File: src/rtl/core/sbwu_pkg.sv
// ----------------------------------------------------------------------------
// sbwu_pkg
// Types and constants shared by the split bf16 weight update core.
// ----------------------------------------------------------------------------
package sbwu_pkg;

   typedef struct packed {
      logic [15:0] weight_upper_half;
      logic [15:0] weight_lower_half;
      logic [15:0] gradient;
      logic        last_in;
   } sbwu_req_type;

   typedef struct packed {
      logic [15:0] new_upper_half;
      logic [15:0] new_lower_half;
      logic        last_out;
   } sbwu_rsp_type;

   localparam logic [31:0] CANON_NAN = 32'h7FC0_0000;
   localparam logic [31:0] POS_INF   = 32'h7F80_0000;

   // Number of register stages in the datapath.
   localparam int NUM_STAGES = 6;

endpackage

File: src/rtl/core/split_bf16_weight_update_core.sv
// ----------------------------------------------------------------------------
// split_bf16_weight_update_core
// SGD step on a weight split into two 16-bit halves: w + rate * grad.
//
// Usage: a request carries both weight halves, a bfloat16 gradient and a
// last flag; it is taken when req_valid is high and req_stall is low. The
// result leaves on rsp_valid / rsp_data and is taken when rsp_stall is low.
// The learning rate (binary32) is written through csr_wr_en / csr_wr_data;
// the user must write it only while the core is idle, which the core does
// not enforce; reset sets it to +0.0. Throughput is one request per cycle
// while the receiver does not stall, set by the six-stage pipeline: unpack,
// multiply, round product, align, add, normalize/round. Product and sum
// each round to nearest-even, subnormals kept, a NaN result is 0x7FC00000.
// When the receiver stalls, a full stage holds only if every later stage
// is full too, so req_stall follows rsp_stall whenever the pipe is full;
// bubbles are squeezed out. Reset clears all valid bits.
// ----------------------------------------------------------------------------
module split_bf16_weight_update_core
   import sbwu_pkg::*;
(
   input  logic         clock,
   input  logic         reset,
   input  logic         req_valid,
   output logic         req_stall,
   input  sbwu_req_type req_data,
   output logic         rsp_valid,
   input  logic         rsp_stall,
   output sbwu_rsp_type rsp_data,
   input  logic         csr_wr_en,
   input  logic [31:0]  csr_wr_data
);

   logic [31:0] rate_ff;
   logic [NUM_STAGES-1:0] vld_ff;
   logic [NUM_STAGES-1:0] adv;

   always_ff @(posedge clock) begin
      if (reset) begin
         rate_ff <= '0;
      end else if (csr_wr_en) begin
         rate_ff <= csr_wr_data;
      end
   end

   // stage i advances when downstream empty or moving
   always_comb begin
      adv[NUM_STAGES-1] = !vld_ff[NUM_STAGES-1] || !rsp_stall;
      for (int i = NUM_STAGES-2; i >= 0; i--) begin
         adv[i] = !vld_ff[i] || adv[i+1];
      end
   end
   assign req_stall = !adv[0];

   always_ff @(posedge clock) begin
      if (reset) begin
         vld_ff <= '0;
      end else begin
         if (adv[0]) vld_ff[0] <= req_valid;
         for (int i = 1; i < NUM_STAGES; i++) begin
            if (adv[i]) vld_ff[i] <= vld_ff[i-1];
         end
      end
   end

   // ---------------- stage 1: unpack ----------------
   logic [31:0] w1_ff;
   logic        l1_ff;
   logic        ps1_ff;       // product sign
   logic        pnan1_ff, pinf1_ff, pzero1_ff;
   logic [23:0] ma1_ff;
   logic [7:0]  mb1_ff;
   logic signed [10:0] pe1_ff;  // biased product exponent (unnormalized)
   logic        ps1_in, pnan1_in, pinf1_in, pzero1_in;
   logic [23:0] ma1_in;
   logic [7:0]  mb1_in;
   logic signed [10:0] pe1_in;

   always_comb begin
      logic [7:0] ea, eb;
      logic [22:0] fa;
      logic [6:0] fb;
      logic a_nan, b_nan, a_inf, b_inf, a_z, b_z;
      ea = rate_ff[30:23];
      fa = rate_ff[22:0];
      eb = req_data.gradient[14:7];
      fb = req_data.gradient[6:0];
      a_nan = (ea == 8'hFF) && (fa != '0);
      b_nan = (eb == 8'hFF) && (fb != '0);
      a_inf = (ea == 8'hFF) && (fa == '0);
      b_inf = (eb == 8'hFF) && (fb == '0);
      a_z   = (ea == 8'h00) && (fa == '0);
      b_z   = (eb == 8'h00) && (fb == '0);
      ps1_in   = rate_ff[31] ^ req_data.gradient[15];
      pnan1_in = a_nan || b_nan || (a_inf && b_z) || (b_inf && a_z);
      pinf1_in = (a_inf || b_inf) && !pnan1_in;
      pzero1_in = a_z || b_z;
      ma1_in = {(ea != 8'h00), fa};
      mb1_in = {(eb != 8'h00), fb};
      // value = ma*mb * 2^(pe - 127 - 30)
      pe1_in = 11'(signed'({3'b000, ea})) + 11'(signed'({3'b000, eb}))
               + ((ea == 8'h00) ? 11'sd1 : 11'sd0)
               + ((eb == 8'h00) ? 11'sd1 : 11'sd0) - 11'sd127;
   end

   always_ff @(posedge clock) begin
      if (adv[0]) begin
         w1_ff     <= {req_data.weight_upper_half, req_data.weight_lower_half};
         l1_ff     <= req_data.last_in;
         ps1_ff    <= ps1_in;
         pnan1_ff  <= pnan1_in;
         pinf1_ff  <= pinf1_in;
         pzero1_ff <= pzero1_in;
         ma1_ff    <= ma1_in;
         mb1_ff    <= mb1_in;
         pe1_ff    <= pe1_in;
      end
   end

   // ---------------- stage 2: multiply ----------------
   logic [31:0] w2_ff;
   logic        l2_ff, ps2_ff, pnan2_ff, pinf2_ff, pzero2_ff;
   logic [31:0] pm2_ff;
   logic signed [10:0] pe2_ff;

   always_ff @(posedge clock) begin
      if (adv[1]) begin
         w2_ff     <= w1_ff;
         l2_ff     <= l1_ff;
         ps2_ff    <= ps1_ff;
         pnan2_ff  <= pnan1_ff;
         pinf2_ff  <= pinf1_ff;
         pzero2_ff <= pzero1_ff;
         pm2_ff    <= ma1_ff * mb1_ff;
         pe2_ff    <= pe1_ff;
      end
   end

   // ---------------- stage 3: round product to binary32 ----------------
   // Normalize the 32-bit product with leading-one shift, then round.
   logic [31:0] w3_ff, p3_ff;
   logic        l3_ff;
   logic [31:0] p3_in;

   function automatic logic [5:0] lzc32(input logic [31:0] v);
      logic [5:0] n;
      n = 6'd32;
      for (int i = 0; i < 32; i++) begin
         if (v[i]) n = 6'(31 - i);
      end
      return n;
   endfunction

   // Round a value m (normalized, bit 31 = leading one when normal) with
   // biased exponent e (of bit 31) and sticky s into binary32.
   function automatic logic [31:0] round32(input logic sgn, input logic [31:0] m,
                                           input logic signed [11:0] e,
                                           input logic s);
      logic [31:0] sh;
      logic        st;
      logic [23:0] mant;
      logic        g, rb;
      logic [24:0] r;
      logic [8:0]  ex;
      logic [5:0]  amt;
      sh = m;
      st = s;
      ex = '0;
      amt = '0;
      if (e >= 12'sd1) begin
         ex = 9'(e);
      end else begin
         // subnormal: shift right by 1 - e
         if ((12'sd1 - e) > 12'sd31) amt = 6'd32;
         else amt = 6'(12'sd1 - e);
         if (amt >= 6'd32) begin
            st = st | (m != '0);
            sh = '0;
         end else begin
            st = st | ((m & ((32'd1 << amt) - 32'd1)) != '0);
            sh = m >> amt;
         end
         ex = 9'd0;
      end
      mant = sh[31:8];
      g    = sh[7];
      st   = st | (sh[6:0] != '0);
      rb   = g && (st || mant[0]);
      r    = {1'b0, mant} + 25'(rb);
      if (r[24]) begin
         ex = ex + 9'd1;
         r = r >> 1;
      end else if (ex == 9'd0 && r[23]) begin
         ex = 9'd1;
      end
      if (ex >= 9'd255) return {sgn, POS_INF[30:0]};
      return {sgn, ex[7:0], r[22:0]};
   endfunction

   always_comb begin
      logic [5:0] lz;
      logic [31:0] nm;
      logic signed [11:0] e;
      lz = lzc32(pm2_ff);
      nm = pm2_ff << lz[4:0];
      // bit 31 of nm weighs 2^(pe-127+1-lz)
      e  = 12'(pe2_ff) + 12'sd1 - 12'(signed'({6'd0, lz}));
      if (pnan2_ff) p3_in = CANON_NAN;
      else if (pinf2_ff) p3_in = {ps2_ff, POS_INF[30:0]};
      else if (pzero2_ff || pm2_ff == '0) p3_in = {ps2_ff, 31'd0};
      else p3_in = round32(ps2_ff, nm, e, 1'b0);
   end

   always_ff @(posedge clock) begin
      if (adv[2]) begin
         w3_ff <= w2_ff;
         l3_ff <= l2_ff;
         p3_ff <= p3_in;
      end
   end

   // ---------------- stage 4: classify and align ----------------
   logic        l4_ff, spec4_ff, sl4_ff, sub4_ff, zero4_ff;
   logic [31:0] spv4_ff;
   logic [7:0]  el4_ff;
   logic [27:0] ml4_ff, ms4_ff;   // 24 bits + guard, round, sticky + spare
   logic        spec4_in, sl4_in, sub4_in, zero4_in;
   logic [31:0] spv4_in;
   logic [7:0]  el4_in;
   logic [27:0] ml4_in, ms4_in;

   always_comb begin
      logic [7:0] ex, ey, ea, eb;
      logic [23:0] mx, my;
      logic x_nan, y_nan, x_inf, y_inf, swap;
      logic [31:0] a, b;
      logic [7:0] d;
      logic [27:0] full, sh;
      ex = w3_ff[30:23];
      ey = p3_ff[30:23];
      x_nan = (ex == 8'hFF) && (w3_ff[22:0] != '0);
      y_nan = (ey == 8'hFF) && (p3_ff[22:0] != '0);
      x_inf = (ex == 8'hFF) && !x_nan;
      y_inf = (ey == 8'hFF) && !y_nan;
      spec4_in = 1'b1;
      spv4_in  = CANON_NAN;
      if (x_nan || y_nan || (x_inf && y_inf && (w3_ff[31] != p3_ff[31]))) begin
         spv4_in = CANON_NAN;
      end else if (x_inf) begin
         spv4_in = w3_ff;
      end else if (y_inf) begin
         spv4_in = p3_ff;
      end else begin
         spec4_in = 1'b0;
      end
      swap = w3_ff[30:0] < p3_ff[30:0];
      a = swap ? p3_ff : w3_ff;
      b = swap ? w3_ff : p3_ff;
      ea = (a[30:23] == 8'd0) ? 8'd1 : a[30:23];
      eb = (b[30:23] == 8'd0) ? 8'd1 : b[30:23];
      mx = {(a[30:23] != 8'd0), a[22:0]};
      my = {(b[30:23] != 8'd0), b[22:0]};
      d = ea - eb;
      full = {1'b0, my, 3'b000};
      if (d >= 8'd27) begin
         sh = {27'd0, (my != '0)};
      end else begin
         sh = full >> d[4:0];
         sh[0] = sh[0] | ((full & ((28'd1 << d[4:0]) - 28'd1)) != '0);
      end
      sl4_in = a[31];
      sub4_in = a[31] ^ b[31];
      // exact zero sum: sign +0 unless both negative
      zero4_in = (a[30:0] == b[30:0]) && sub4_in;
      el4_in = ea;
      ml4_in = {1'b0, mx, 3'b000};
      ms4_in = sh;
   end

   always_ff @(posedge clock) begin
      if (adv[3]) begin
         l4_ff    <= l3_ff;
         spec4_ff <= spec4_in;
         spv4_ff  <= spv4_in;
         sl4_ff   <= sl4_in;
         sub4_ff  <= sub4_in;
         zero4_ff <= zero4_in;
         el4_ff   <= el4_in;
         ml4_ff   <= ml4_in;
         ms4_ff   <= ms4_in;
      end
   end

   // ---------------- stage 5: add ----------------
   logic        l5_ff, spec5_ff, s5_ff, zero5_ff;
   logic [31:0] spv5_ff;
   logic [7:0]  e5_ff;
   logic [27:0] m5_ff;

   always_ff @(posedge clock) begin
      if (adv[4]) begin
         l5_ff    <= l4_ff;
         spec5_ff <= spec4_ff;
         spv5_ff  <= spv4_ff;
         s5_ff    <= sl4_ff;
         zero5_ff <= zero4_ff;
         e5_ff    <= el4_ff;
         m5_ff    <= sub4_ff ? (ml4_ff - ms4_ff) : (ml4_ff + ms4_ff);
      end
   end

   // ---------------- stage 6: normalize and round ----------------
   sbwu_rsp_type rsp6_ff;
   logic [31:0]  r6_in;

   always_comb begin
      logic [5:0] lz;
      logic [31:0] m32, nm;
      logic signed [11:0] e;
      m32 = {m5_ff, 4'd0};
      lz = lzc32(m32);
      nm = m32 << lz[4:0];
      // bit 26 of m5 weighs 2^(e5-127): bit 31 of m32 weighs 2^(e5-127+1)
      e = 12'(signed'({4'd0, e5_ff})) + 12'sd1 - 12'(signed'({6'd0, lz}));
      if (spec5_ff) r6_in = spv5_ff;
      else if (zero5_ff) r6_in = 32'd0;
      // two zeros of the same sign keep that sign
      else if (m5_ff == '0) r6_in = {s5_ff, 31'd0};
      else r6_in = round32(s5_ff, nm, e, 1'b0);
   end

   always_ff @(posedge clock) begin
      if (adv[5]) begin
         rsp6_ff.new_upper_half <= r6_in[31:16];
         rsp6_ff.new_lower_half <= r6_in[15:0];
         rsp6_ff.last_out       <= l5_ff;
      end
   end

   assign rsp_valid = vld_ff[NUM_STAGES-1];
   assign rsp_data  = rsp6_ff;

   // ---------------- assertions ----------------
   a_stall_only_when_blocked: assert property (@(posedge clock) disable iff (reset)
      req_stall |-> (rsp_valid && rsp_stall))
      else $error("input stalled while output free");

   a_hold_output: assert property (@(posedge clock) disable iff (reset)
      (rsp_valid && rsp_stall) |=> (rsp_valid && $stable(rsp_data)))
      else $error("stalled result changed");

   a_nan_canonical: assert property (@(posedge clock) disable iff (reset)
      (rsp_valid && rsp_data.new_upper_half[14:7] == 8'hFF
       && (rsp_data.new_upper_half[6:0] != 7'd0 || rsp_data.new_lower_half != 16'd0))
      |-> (rsp_data.new_upper_half == CANON_NAN[31:16]
           && rsp_data.new_lower_half == CANON_NAN[15:0]))
      else $error("non-canonical NaN");

endmodule

File: config.mk
export PLATFORM = sky130hd
export DESIGN_NAME = split_bf16_weight_update_core
export DESIGN_NICKNAME = d
export VERILOG_FILES = /design/src/rtl/core/sbwu_pkg.sv /design/src/rtl/core/split_bf16_weight_update_core.sv
export SDC_FILE = /design/constraint.sdc
export NUM_CORES = 2
export LEC_CHECK = 0
export ABC_AREA = 1
export BUFFER_PORTS_ARGS = -buffer_cell sky130_fd_sc_hd__buf_2
export CAP_MARGIN = 20
export CORE_MARGIN = 8
export CORE_UTILIZATION = 35
export DETAILED_ROUTE_END_ITERATION = 8
export GPL_TIMING_DRIVEN = 0
export PLACE_DENSITY = 0.5
export SLEW_MARGIN = 20
export SYNTH_ARGS = -nofsm -noshare
export SYNTH_HDL_FRONTEND = slang
export SYNTH_SLANG_ARGS = --single-unit
export TNS_END_PERCENT = 20
File: constraint.sdc
create_clock -name clock -period 12.2 [get_ports clock]
set_clock_uncertainty 0.05 [all_clocks]
set_input_delay 0 -clock clock [delete_from_list [all_inputs] [get_ports clock]]
set_output_delay 0 -clock clock [all_outputs]
set_load 0.005 [all_outputs]
Word-level counts from Yosys, hierarchy flattened
Cells that the tools add are included.
Storage, ports and cells
  register bits after elaboration: 465
  bits in latches: 0
  RAM bits: 0
  bits in read-only memories: 0
  bits of input ports: 86
  output and inout port bits: 35
  word-level logic and storage cells: 316
  memories kept: 0
Cells by class
  add/sub/neg operators: 20
  multipliers: 1
  divide/modulo/power cells: 0
  order comparisons: 10
  eq/ne operators: 6
  shifts and indexed selects: 8
  multiplexer cells: 138
  bitwise gates (word level): 8
  reduce and logical (&&, ||, !) cells: 76
Operator list (count)
  32-bit two-way mux: 23
  6-bit two-way mux: 70
  9-bit two-way mux: 18
  32-bit nonzero test: 4
  23-bit nonzero test: 3
  32-bit AND: 2
  1-bit by 6-bit << shifter with 32-bit output (first input constant): 2
  32-bit by 5-bit << shifter with 32-bit output: 2
  32-bit by 6-bit right shift with 32-bit output: 2
  32-bit by 1-bit subtractor with 32-bit output (second input constant): 2
  24-bit by 1-bit adder with 25-bit output: 2
  23-bit two-way mux: 2
  8-bit equality test (second input constant): 4
  32-bit zero test: 1
  8-bit zero test: 4
  24-bit by 8-bit multiplier with 32-bit output: 1
  8-bit nonzero test: 4
  31-bit equality test: 1
  31-bit < comparator: 1
  27-bit by 28-bit adder with 28-bit output: 1
  27-bit by 28-bit AND with 28-bit output: 1
  28-bit zero test: 1
  28-bit two-way mux: 1
  28-bit nonzero test: 1
  37 further kinds: 114

Depth between registers and ports, before layout
  depth after elaboration: 67
  depth in mapped cells: 80
  depth with buffers taken out: 79

Worst setup path after synthesis
OpenSTA, ideal clock, no wires.
  path type: register to register
  start point: register vld_ff[5]
  end point: register l1_ff (enable)
  library setup time: 0.435 ns
  arrival: 9.693 ns
  required time: 11.715 ns
  path slack: 2.022 ns
  stages on the path, launching flop included: 12
  path buffers: 0
  period minus slack after synthesis: 10.178 ns
  path through: dfxtp_1 -> nand2_1 -> nor2_1 -> inv_1 -> nor2_1 -> inv_1 -> nor2_1 -> inv_1 -> nor2_1 -> inv_1 -> nor2_1 -> inv_1
Between the ends
  longest elaborated chain between the ends: 7
RTL lines
  start, declared: RTL line split_bf16_weight_update_core.sv:34  | logic [NUM_STAGES-1:0] vld_ff;
  start signal, assigned by index: RTL line split_bf16_weight_update_core.sv:60  | if (adv[i]) vld_ff[i] <= vld_ff[i-1];
  1-bit zero test: RTL line split_bf16_weight_update_core.sv:47  | adv[NUM_STAGES-1] = !vld_ff[NUM_STAGES-1] || !rsp_stall;
  1-bit logical OR: RTL line split_bf16_weight_update_core.sv:47
  named net adv[5]: RTL line split_bf16_weight_update_core.sv:35  | logic [NUM_STAGES-1:0] adv;
  1-bit logical OR: RTL line split_bf16_weight_update_core.sv:49  | adv[i] = !vld_ff[i] || adv[i+1];
  named net adv[4]: RTL line split_bf16_weight_update_core.sv:35
  1-bit logical OR: RTL line split_bf16_weight_update_core.sv:49
  named net adv[3]: RTL line split_bf16_weight_update_core.sv:35
  1-bit logical OR: RTL line split_bf16_weight_update_core.sv:49
  named net adv[2]: RTL line split_bf16_weight_update_core.sv:35
  1-bit logical OR: RTL line split_bf16_weight_update_core.sv:49
  named net adv[1]: RTL line split_bf16_weight_update_core.sv:35
  1-bit logical OR: RTL line split_bf16_weight_update_core.sv:49
  end signal, assigned: RTL line split_bf16_weight_update_core.sv:108  | l1_ff <= req_data.last_in;
  end, declared: RTL line split_bf16_weight_update_core.sv:67  | logic l1_ff;
The timed path passes the listed nets, and every way through them passes these cells.
A chain may end at the register's enable or synchronous reset.

Final worst setup path
  start point: register pm2_ff[30]
  end point: register p3_ff[0], data pin
Between the ends
  longest elaborated chain between the ends: 35
  elaborated cells on any way between the ends: 56
  those cells by class: add/sub: 5; order compare: 4; shift: 3; mux: 32; bitwise: 2; reduce/logical: 10
RTL lines
  start, declared: RTL line split_bf16_weight_update_core.sv:122  | logic [31:0] pm2_ff;
  start signal, assigned: RTL line split_bf16_weight_update_core.sv:133  | pm2_ff <= ma1_ff * mb1_ff;
  6-bit two-way mux (2 in a row): RTL line split_bf16_weight_update_core.sv:148  | if (v[i]) n = 6'(31 - i);
  12-bit by 7-bit subtractor with 12-bit output: RTL line split_bf16_weight_update_core.sv:206  | e = 12'(pe2_ff) + 12'sd1 - 12'(signed'({6'd0, lz}));
  2-bit by 12-bit subtractor with 12-bit output: RTL line split_bf16_weight_update_core.sv:174  | else amt = 6'(12'sd1 - e);
  12-bit by 6-bit greater-than comparator with 1-bit output: RTL line split_bf16_weight_update_core.sv:173  | if ((12'sd1 - e) > 12'sd31) amt = 6'd32;
  6-bit two-way mux: RTL line split_bf16_weight_update_core.sv:173
  6-bit two-way mux: RTL line split_bf16_weight_update_core.sv:169  | if (e >= 12'sd1) begin
  6-bit two-way mux: RTL line split_bf16_weight_update_core.sv:209  | else if (pzero2_ff || pm2_ff == '0) p3_in = {ps2_ff, 31'd0};
  6-bit two-way mux: RTL line split_bf16_weight_update_core.sv:208  | else if (pinf2_ff) p3_in = {ps2_ff, POS_INF[30:0]};
  [... 18 more ...]
  9-bit two-way mux: RTL line split_bf16_weight_update_core.sv:208
  9-bit two-way mux: RTL line split_bf16_weight_update_core.sv:207  | if (pnan2_ff) p3_in = CANON_NAN;
  9-bit by 8-bit >= comparator with 1-bit output: RTL line split_bf16_weight_update_core.sv:195  | if (ex >= 9'd255) return {sgn, POS_INF[30:0]};
  1-bit two-way mux: RTL line split_bf16_weight_update_core.sv:195
  1-bit two-way mux: RTL line split_bf16_weight_update_core.sv:209
  1-bit two-way mux: RTL line split_bf16_weight_update_core.sv:208
  1-bit two-way mux: RTL line split_bf16_weight_update_core.sv:207
  32-bit two-way mux: RTL line split_bf16_weight_update_core.sv:196  | return {sgn, ex[7:0], r[22:0]};
  end signal, assigned: RTL line split_bf16_weight_update_core.sv:217  | p3_ff <= p3_in;
  end, declared: RTL line split_bf16_weight_update_core.sv:140  | logic [31:0] w3_ff, p3_ff;
Parallel ways exist; a longest one is shown, timed or not. The select of a mux whose other input is x is not followed.

==> results.json <==
{
  "status": "completed",
  "die_w_um": 350,
  "worst_pin_slew_ps": 1090,
  "arrival_ps": 10590,
  "cts.clk_slew.worst_paths_ps": 60,
  "post_cts_buffers": 0,
  "rsz0062_at_grt": "no",
  "first_pass_iters": 5,
  "syn_area_um2": 39000,
  "setup_tns_ps": 0,
  "final_nets": 5930,
  "drcViolationCount": 0,
  "seq_area_frac_synth_pct": 34.8,
  "holdPathStages": 2,
  "hp-class": "in2reg",
  "max_stage_delay_ps": 780,
  "regArea_um2": 13600,
  "synth_warnings": 0,
  "crit_path_top_delay_cell": "nor2_1",
  "yosys.area.top_type": "edfxtp_1",
  "diodes": 0,
  "setup_ws_ps": 1940,
  "dieArea_um2": 122000,
  "post-route-period-util_pct": 84.1,
  "post-route-min-period_ps": 10260,
  "drive_gt1_share_pct": 7.51,
  "critPathRequiredTime_ps": 12520,
  "routedWlPerCell_um": 19.2,
  "end_kind": "flop",
  "grt_first_pass_wirelength_mm": 207,
  "cts_root_buffer": "clkbuf_16",
  "postRouteAntennaNets": 0,
  "die_y_um": 350,
  "ctsHtreeMaxLevel": 2,
  "totalWireLength_mm": 135,
  "syn_avg_cell_area_um2": 7.56,
  "reg2regPathDepth": 54,
  "vias": 36251,
  "setup_viol": 0,
  "synth_flop_cell": "edfxtp_1",
  "worstSetupPathType": "reg2reg",
  "fillers": 11429,
  "clk_path_buf_depth": 3,
  "hpwlAfterDp_mm": 109,
  "synth.distinct_cells": 79,
  "grt_overflow_total": 0,
  "numPortBuffers": 119,
  "cp_max_fo": 10,
  "ios": 121,
  "yosys_register_bits": 464,
  "yosysTopAreaCellShare_pct": 32.8,
  "areaGrowthSynthToFinish_pct": 15.3,
  "multi_input_area_um2": 22100,
  "synth_edf_count": 426,
  "fp-row-count": 122,
  "crit_top_cell": "nor2_1",
  "start_kind": "flop",
  "grt_max_degree": 66,
  "antenna_found_initial": 2,
  "synth-async-reset-ratio_pct": 0,
  "maxSlewViolCount": 0,
  "synth_area_leaders": "edfxtp_1 (33%), nand2_1 (14%), nand3_1 (8.2%), fa_1 (7.1%), ha_1 (6.2%)",
  "max_freq_mhz": 97.4,
  "vias_per_cell": 5.15,
  "dr.first_iter.drc_count": 2923,
  "finalHoldViolCount": 0,
  "grt_pass1_vias": 35458,
  "core_area_um2": 111000,
  "numCtsBuffers": 54,
  "syn_inst": 5159,
  "clock_latency_ps": 630,
  "initial_core_util_pct": 35.2,
  "dp_slack_ps": 2260,
  "cts.sinks": 464,
  "place.gp.congestion": 0.956,
  "maxCapViolCount": 0,
  "cts_tree": "done",
  "grt_usage_pct": 21.4,
  "slew_headroom_pct": 26.2
}
[placed cells by master, fill, tap and decap left out, types with 12 or more instances in the layout]
cell / n
clkbuf_2: 13
a31oi_1: 20
o211ai_1: 12
nand4_1: 75
a21oi_1: 208
nor3_1: 56
a211oi_1: 15
o22ai_1: 12
nor4_1: 44
o31ai_1: 13
nand2_2: 13
ha_1: 194
buf_1: 23
xor2_1: 115
clkbuf_1: 126
dfxtp_1: 38
o21ai_1: 51
inv_2: 21
dlygate4sd3_1: 144
clkinv_2: 12
clkinv_1: 18
fa_1: 138
buf_2: 153
nor2_2: 25
o21bai_1: 15
nand2_1: 1411
edfxtp_1: 426
nor2_1: 337
or2_2: 19
clkbuf_16: 57
xnor2_1: 25
nand3_1: 639
o21ai_2: 18
inv_1: 633
buf_6: 12
conb_1: 30
o21ai_0: 233
[per-layer routing]
layer  track usage [%]  up-vias  part of all wire (%)  routed length (um)
met2              36.6     1005                    48               64400
met5                 0        -                     0                   0
met3              2.35      195                   4.7                6360
met1              28.7    17198                    45               60800
li1                  -    17853                     -                   -
met4              5.81        0                   2.7                3590
[area by class of cell]
cell class / instances / share of cell area, %
plain buffers: 207 / 2.10
clock buffers: 66 / 3.36
clock inverters: 32 / 0.662
inverters: 671 / 5.64
multi-input cells: 3845 / 49.1
flip-flops and latches: 464 / 30.1
well taps: 1488 / 4.14
repair buffers: 269 / 4.86
[per-stage QoR]
stage                     area [um2]  util (%)  hold slack, ps  std cells
final                          45000      40.6            37.4       7042
after global routing           45000      40.6            21.0       7042
after CTS                      45000      40.6           0.294       7042
after detailed placement       41700      37.7             128       6800
after global placement         41600      37.6             128       6794
after floorplan                39100         -            48.9       5187
[worst max-delay path, delay by kind of cell, from the launching register on]
family,cells,cell delay (ps)
and+or+nand+nor,34,5090
buffers and inverters,11,2410
adders and majority gates,3,850
AOI/OAI and AO/OA,4,800
DFF,1,430
xor gates and xnor gates,2,360
[worst paths after layout]
check                                  start       end  slack, ps
worst max-delay path              pm2_ff[30]  p3_ff[0]       1940
worst min-delay path            req_data[17]  w1_ff[0]         40
worst max register to register    pm2_ff[30]  p3_ff[0]       1940
worst min register to register     el4_ff[4]  e5_ff[4]        360
[sequential cells by signal (all words and copies together) (netlist names), 6 cells and up]
name      cells
e5_ff         8
el4_ff        8
m5_ff        28
ma1_ff       24
mb1_ff        8
ml4_ff       24
ms4_ff       27
p3_ff        32
pe1_ff       11
pe2_ff       11
pm2_ff       32
rate_ff      32
rsp_data     33
spv4_ff      32
spv5_ff      32
vld_ff        6
w1_ff        32
w2_ff        32
w3_ff        32
[cells in the mapped netlist (all sizes together) (12+ instances only)]
master	instances
o31ai	13
clkbuf	135
a21oi	211
nand4	78
o211ai	12
dfxtp	38
nor3	62
a211oi	15
nor4	44
clkinv	12
inv	659
nand3	648
xor2	115
nor2	369
o22ai	12
o21bai	16
o21ai	303
nand2	1427
a31oi	22
xnor2	25
edfxtp	426
buf	72
fa	138
ha	194
or2	21
[logic make-up after synthesis]
kind of cell               count (synthesis)  synth area share, %
and+or+nand+nor                         2666                 29.8
buffers and inverters                    878                 8.88
xor gates and xnor gates                 140                 3.14
AOI/OAI and AO/OA                        670                 9.93
muxes                                      7                0.183
DFF                                      464                 34.8
adders and majority gates                332                 13.3
other                                      2               0.0193
[repair_timing]
action / CTS / global route
gates resized for setup: 0 / 0
endpoints found under the hold margin: 98 / 0
hold buffers: 144 / 0
Power is not shown: default switching activity piles up to over one toggle a cycle in this logic, so the estimate is an artifact.
